==> src/blwc_tab.sv <==
// per-letter table with registered read, valid bits make unwritten entries read as zero
module blwc_tab #(
  parameter int unsigned DEPTH = 26,
  parameter int unsigned WIDTH = 11
) (
  input  logic                     clk_i,
  input  logic                     rst_ni,
  input  logic                     clr_i,
  input  logic                     we_i,
  input  logic [$clog2(DEPTH)-1:0] waddr_i,
  input  logic [WIDTH-1:0]         wdata_i,
  input  logic [$clog2(DEPTH)-1:0] raddr_i,
  output logic [WIDTH-1:0]         rdata_o
);

  logic [WIDTH-1:0] mem_q [DEPTH];
  logic [DEPTH-1:0] vld_q;
  logic [WIDTH-1:0] rd_q;
  logic             rd_vld_q;

  // storage and registered read
  always_ff @(posedge clk_i) begin
    if (we_i) begin
      mem_q[waddr_i] <= wdata_i;
    end
    rd_q <= mem_q[raddr_i];
  end

  // entry valid bits, cleared at once
  always_ff @(posedge clk_i or negedge rst_ni) begin
    if (!rst_ni) begin
      vld_q    <= '0;
      rd_vld_q <= 1'b0;
    end else begin
      rd_vld_q <= vld_q[raddr_i] && !clr_i;
      if (clr_i) begin
        vld_q <= '0;
      end else if (we_i) begin
        vld_q[waddr_i] <= 1'b1;
      end
    end
  end

  assign rdata_o = rd_vld_q ? rd_q : '0;

endmodule

==> config.mk <==
export PLATFORM = sky130hd
export DESIGN_NAME = blwc_tab
export DESIGN_NICKNAME = d
export VERILOG_FILES = /design/src/blwc_tab.sv
export SDC_FILE = /design/constraint.sdc
export NUM_CORES = 1
export LEC_CHECK = 0
export BUFFER_PORTS_ARGS = -buffer_cell sky130_fd_sc_hd__buf_2
export CAP_MARGIN = 10
export CORE_AREA = 4 4 149 151
export CTS_CLUSTER_SIZE = 12
export DETAILED_ROUTE_END_ITERATION = 6
export DIE_AREA = 0 0 153 155
export PLACE_DENSITY = 0.77
export SETUP_SLACK_MARGIN = 0.4
export SLEW_MARGIN = 20
export SYNTH_ARGS = -nofsm -noshare
export SYNTH_HDL_FRONTEND = slang
export SYNTH_SLANG_ARGS = --single-unit
==> constraint.sdc <==
create_clock -name clk_i -period 1.9 [get_ports clk_i]
set_input_delay 0.19 -clock clk_i [delete_from_list [all_inputs] [get_ports clk_i]]
set_output_delay 0.19 -clock clk_i [all_outputs]
set_load 0.03 [all_outputs]
After elaboration in Yosys (flattened, before gate mapping)

Memories as Yosys holds them, arrays and structs flattened. A register that Yosys moved wholly into a read port is not among the register bits.
Index checks and enable logic that the tools add are counted.

Reduce and logical (&&, ||, !) cells: 4
Bitwise gates (word level): 1
Mux-type cells: 9
Magnitude comparators: 3

Operators by type and width:

| kind                                                                          | number |
|---|---|
| 26-bit two-way mux                                                            | 2 |
| 26-bit bitwise OR                                                             | 1 |
| 5-bit by 6-bit less-than comparator with 1-bit output (second input constant) | 2 |
| 11-bit two-way mux                                                            | 1 |
| 1-bit binary-select mux with 5-bit select                                     | 1 |
| 1-bit demux with 5-bit select                                                 | 1 |
| 5-bit by 1-bit >= comparator with 1-bit output (second input constant)        | 1 |
| 1-bit two-way mux                                                             | 4 |
| 1-bit logical AND                                                             | 2 |
| 2-bit nonzero test                                                            | 1 |
| 1-bit zero test                                                               | 1 |

Flip-flop bits (word level): 27
Memory bits (writable): 286
Memories kept: 1
Output and inout port bits: 11

Memories:

| memory | words | width | rd ports | clocked after memory_dff | write ports | RTL line | text |
|---|---|---|---|---|---|---|---|
| mem_q  | 26    | 11    | 1        | 1                        | 1           | 16       | `logic [WIDTH-1:0] mem_q [DEPTH];` |

Logic depth before layout (Yosys ltp)

Depth after elaboration: 7
Gate-level depth with buffers: 7
Mapped depth without buffers: 4

Worst setup path before layout

Ideal clock, no wire load.

Path kind: input to register
From: input port raddr_i[1]
To: register rd_q[7] (read register of mem_q)
Arrival time: 1.635 ns
Path buffers: 3
Cell stages on the path: 6
Data required time: 1.774 ns
Setup slack: 0.139 ns
Cell sequence: buf_2 > buf_4 > buf_2 > mux4_2 > a22oi_1 > nand3_1

RTL lines:

| item            | RTL line | text |
|---|---|---|
| start, declared | 12       | `input logic [$clog2(DEPTH)-1:0] raddr_i,` |
| end, declared   | 18       | `logic [WIDTH-1:0] rd_q;` |

Worst setup path in the final report

From: register vld_q[16]
To: register rd_vld_q

Word-level cells in the longest chain between the ends: 3

RTL lines:

| item                                      | RTL line | text |
|---|---|---|
| start, declared                           | 17       | `logic [DEPTH-1:0] vld_q;` |
| start signal, assigned                    | 32       | `vld_q <= '0;` |
| start signal, assigned                    | 37       | `vld_q <= '0;` |
| start signal, assigned by index           | 39       | `vld_q[waddr_i] <= 1'b1;` |
| 1-bit binary-select mux with 5-bit select | 35       | `rd_vld_q <= vld_q[raddr_i] && !clr_i;` |
| 1-bit two-way mux (not written as such)   | 35       |  |
| 1-bit logical AND                         | 35       |  |
| end signal, assigned                      | 35       |  |
| end, declared                             | 19       | `logic rd_vld_q;` |

No other way between the ends. The select of a mux whose other input is x is not followed.
A chain may end at the register's enable or synchronous reset.

==> flow_summary.ini <==
[outcome]
run_status = finished, final reports clean

[setup_path]
rr_endpoint = rd_vld_q$_DFF_PN0_
cp-start-kind = flip-flop
type_of_destination_of_the_critical_path = flip-flop
r2r.worst_path.cells = 4
cp.required_ps = 2320
timing.setup.critical_path_class = reg -> reg
reg2reg_from = vld_q[16]$_DFFE_PN0P_
crit_arrival_ps = 2150
worstPathMaxFanout = 2
reg2reg_setup_slack_ps = 170

[floorplanning]
floorplan.io_pins = 36
fp.dieH_um = 155
dieWidth_um = 153
fp-row-count = 53
floorplan.die_area_um2 = 23700
core_region_area_um2 = 20800
starting_density_of_the_core = 0.597

[placed_design]
gp_congestion = 0.842
dp_hpwl_um = 17200
numPortBuffers = 35

[synthesis]
yosys.area.top_type_share = 0.691
synth.lib_cells_used.distinct = 34
post_synth.cell_area_avg_um2 = 18.9
synth_nets = 681
most_common_flop_cell_mapped_by_yosys = edfxtp_1
synth.top_cells.by_count = edfxtp_1 (286), nor2_1 (79), mux4_2 (59)
ys_top_cells_by_area = edfxtp_1 (69%), mux4_2 (11%), dfrtp_1 (5.4%), nor2_1 (2.4%), mux2i_1 (2.1%)
synth-edff-count = 286
synth_sequential_area_ratio = 0.763
synthMostInstantiatedCell = edfxtp_1
netlist_instances = 656
syn_area_um2 = 12400
synthArstFlopShare = 0.0833
synth.ff_latch_count = 324
ys.warnings.count = 0
synth.largest_area_cell = edfxtp_1

[timing]
max_freq_ghz = 0.577
layout_min_cycle_time_ps = 1730
rsz0062_at_grt = true
setup_viol = 0
worst_clock_skew_ps = 16.0
final_period_utilization = 0.912
final-hold-violation-count = 0
slew_violations = 0
tightest_slew_ps = 1070
fin_setup_tns_ps = 0
normalized_max_slew_margin = 0.280

[drt]
drt-vias-per-instance = 6.40
drc = 0
vias = 6641
drt-total-wl_um = 28100
drt_pass1_iterations = 5
postRouteAntennaNets = 0
wl_per_cell_um = 27.1
drt_first_iter_violations = 722

[hold_path]
hold_path_startpoint = raddr_i[3]
hold_path.class = in -> reg
worstHoldEndpoint = rd_q[2]$_DFF_P_
min_delay_path_depth = 4

[global_route]
grt_pass1_wl_um = 42900
grt_antenna_before_repair = 0
grt_util_all_layers = 0.241
maximum_number_of_pins_on_one_net_before_global_route_repair = 39
grt_overflow = 0
via_count_of_the_first_global_routing_pass = 6730

[clocking]
h-tree-depth = 1
root_buffer = clkbuf_16
clockBufferDepth = 3
clock_sinks = 324
cts-buffers-inserted = 31
cts_tree = yes
clkTransAtPathRegs_ps = 60
clock_latency_at_the_later_pin_of_the_worst_skew_pair_ps = 560

[pwr]
leakage_nw = 4.93
ir_drop_mv = 0.777
power_density_nw_per_um2 = 987

[cells_and_area]
layout-drive-gt1-share = 0.300
final_core_utilization = 0.694
antenna-diode-count = 0
area.growth.synth_to_final_pct = 16.3
finish.net_count = 763

[run]
cap_violations = 0
[placed cells by master (no fill, tap or decap), types with 21 or more instances in the layout]
cell type,netlist,layout
edfxtp_1,286,286
nor2_1,79,69
mux4_2,59,59
buf_4,1,36
clkbuf_16,0,31
mux2i_1,26,26
dfrtp_1,27,26
clkbuf_1,16,23
buf_2,16,23
nand2_1,22,22
a22oi_1,22,21
[what timing repair did]
item                                   CTS  global route
hold buffers                             2             0
endpoints found under the hold margin   37             0
pin swaps                                0             2
buffers inserted                         3             1
setup endpoints to repair               23            23
resized for setup                       39             8
cloned                                   0             0
[power by group]
part           internal [mW]  leakage (nW)  switching, mW
combinational          0.323          1.45          0.485
clock                   3.13         0.432           2.44
sequential              7.86          3.04         0.0424
total                   11.3          4.93           2.97
[final cells by class]
| class | instances | area (um2) |
|---|---|---|
| multi-input cells | 294 | 2930 |
| repair buffers | 86 | 796 |
| fillers | 1321 | 6360 |
| clock inverters | 2 | 13.8 |
| inverters | 1 | 3.75 |
| flip-flops and latches | 324 | 9490 |
| clock buffers | 56 | 890 |
| well taps | 275 | 344 |
[worst max-delay path: stages, from the launching register on]
cell	delay (ps)
dfrtp_1	410
mux4_2	460
nor2b_1	140
o32a_1	280
a311o_1	320
[kinds of logic (layout without fill, tap and decap cells)]
kind of cell | Yosys count | after routing | synth area share
flip-flops | 324 | 324 | 0.763
AND/OR/NAND/NOR | 148 | 148 | 0.0545
multiplexers | 97 | 97 | 0.139
AO/OA/AOI/OAI | 49 | 49 | 0.0299
buffers and inverters | 38 | 145 | 0.0140
[worst max-delay path by stage]
stage | slack [ps] | cells past startpoint | endpoint | startpoint
finish | 170 | 4 | rd_vld_q$_DFF_PN0_ | vld_q[16]$_DFFE_PN0P_
global route | 170 | 4 | rd_vld_q$_DFF_PN0_ | vld_q[16]$_DFFE_PN0P_
CTS | 210 | 4 | rd_vld_q$_DFF_PN0_ | vld_q[20]$_DFFE_PN0P_
detailed placement | 6 | 6 | rd_q[6]$_DFF_P_ | raddr_i[1]
global placement | -10 | 6 | rd_q[6]$_DFF_P_ | raddr_i[1]
floorplan | 260 | 2 | mem_q[17][0]$_DFFE_PP_ | waddr_i[3]
[state kept, by name (all words and copies together) (netlist names)]
signal	cells
rd_q	11
mem_q	286
vld_q	26
rd_vld_q	1
[layer usage]
layer,GRT usage,share of wire
met1,0.355,0.40
met2,0.387,0.49
met3,0.0392,0.090
met4,0.0628,0.022
met5,0,0
[stage by stage]
stage                     power, mW  cells  setup WS [ps]  hold WS [ps]  instance area, um2
after floorplan                8.47    656            264          -106               12600
after global placement         8.79    974          -11.0           207               13400
after detailed placement       8.81    974           6.20           234               13400
after CTS                      14.3   1037            205           116               14400
after global routing           14.7   1038            170           142               14500
final                          14.3   1038            168           141               14500
Power figures use the tool's default switching activity.
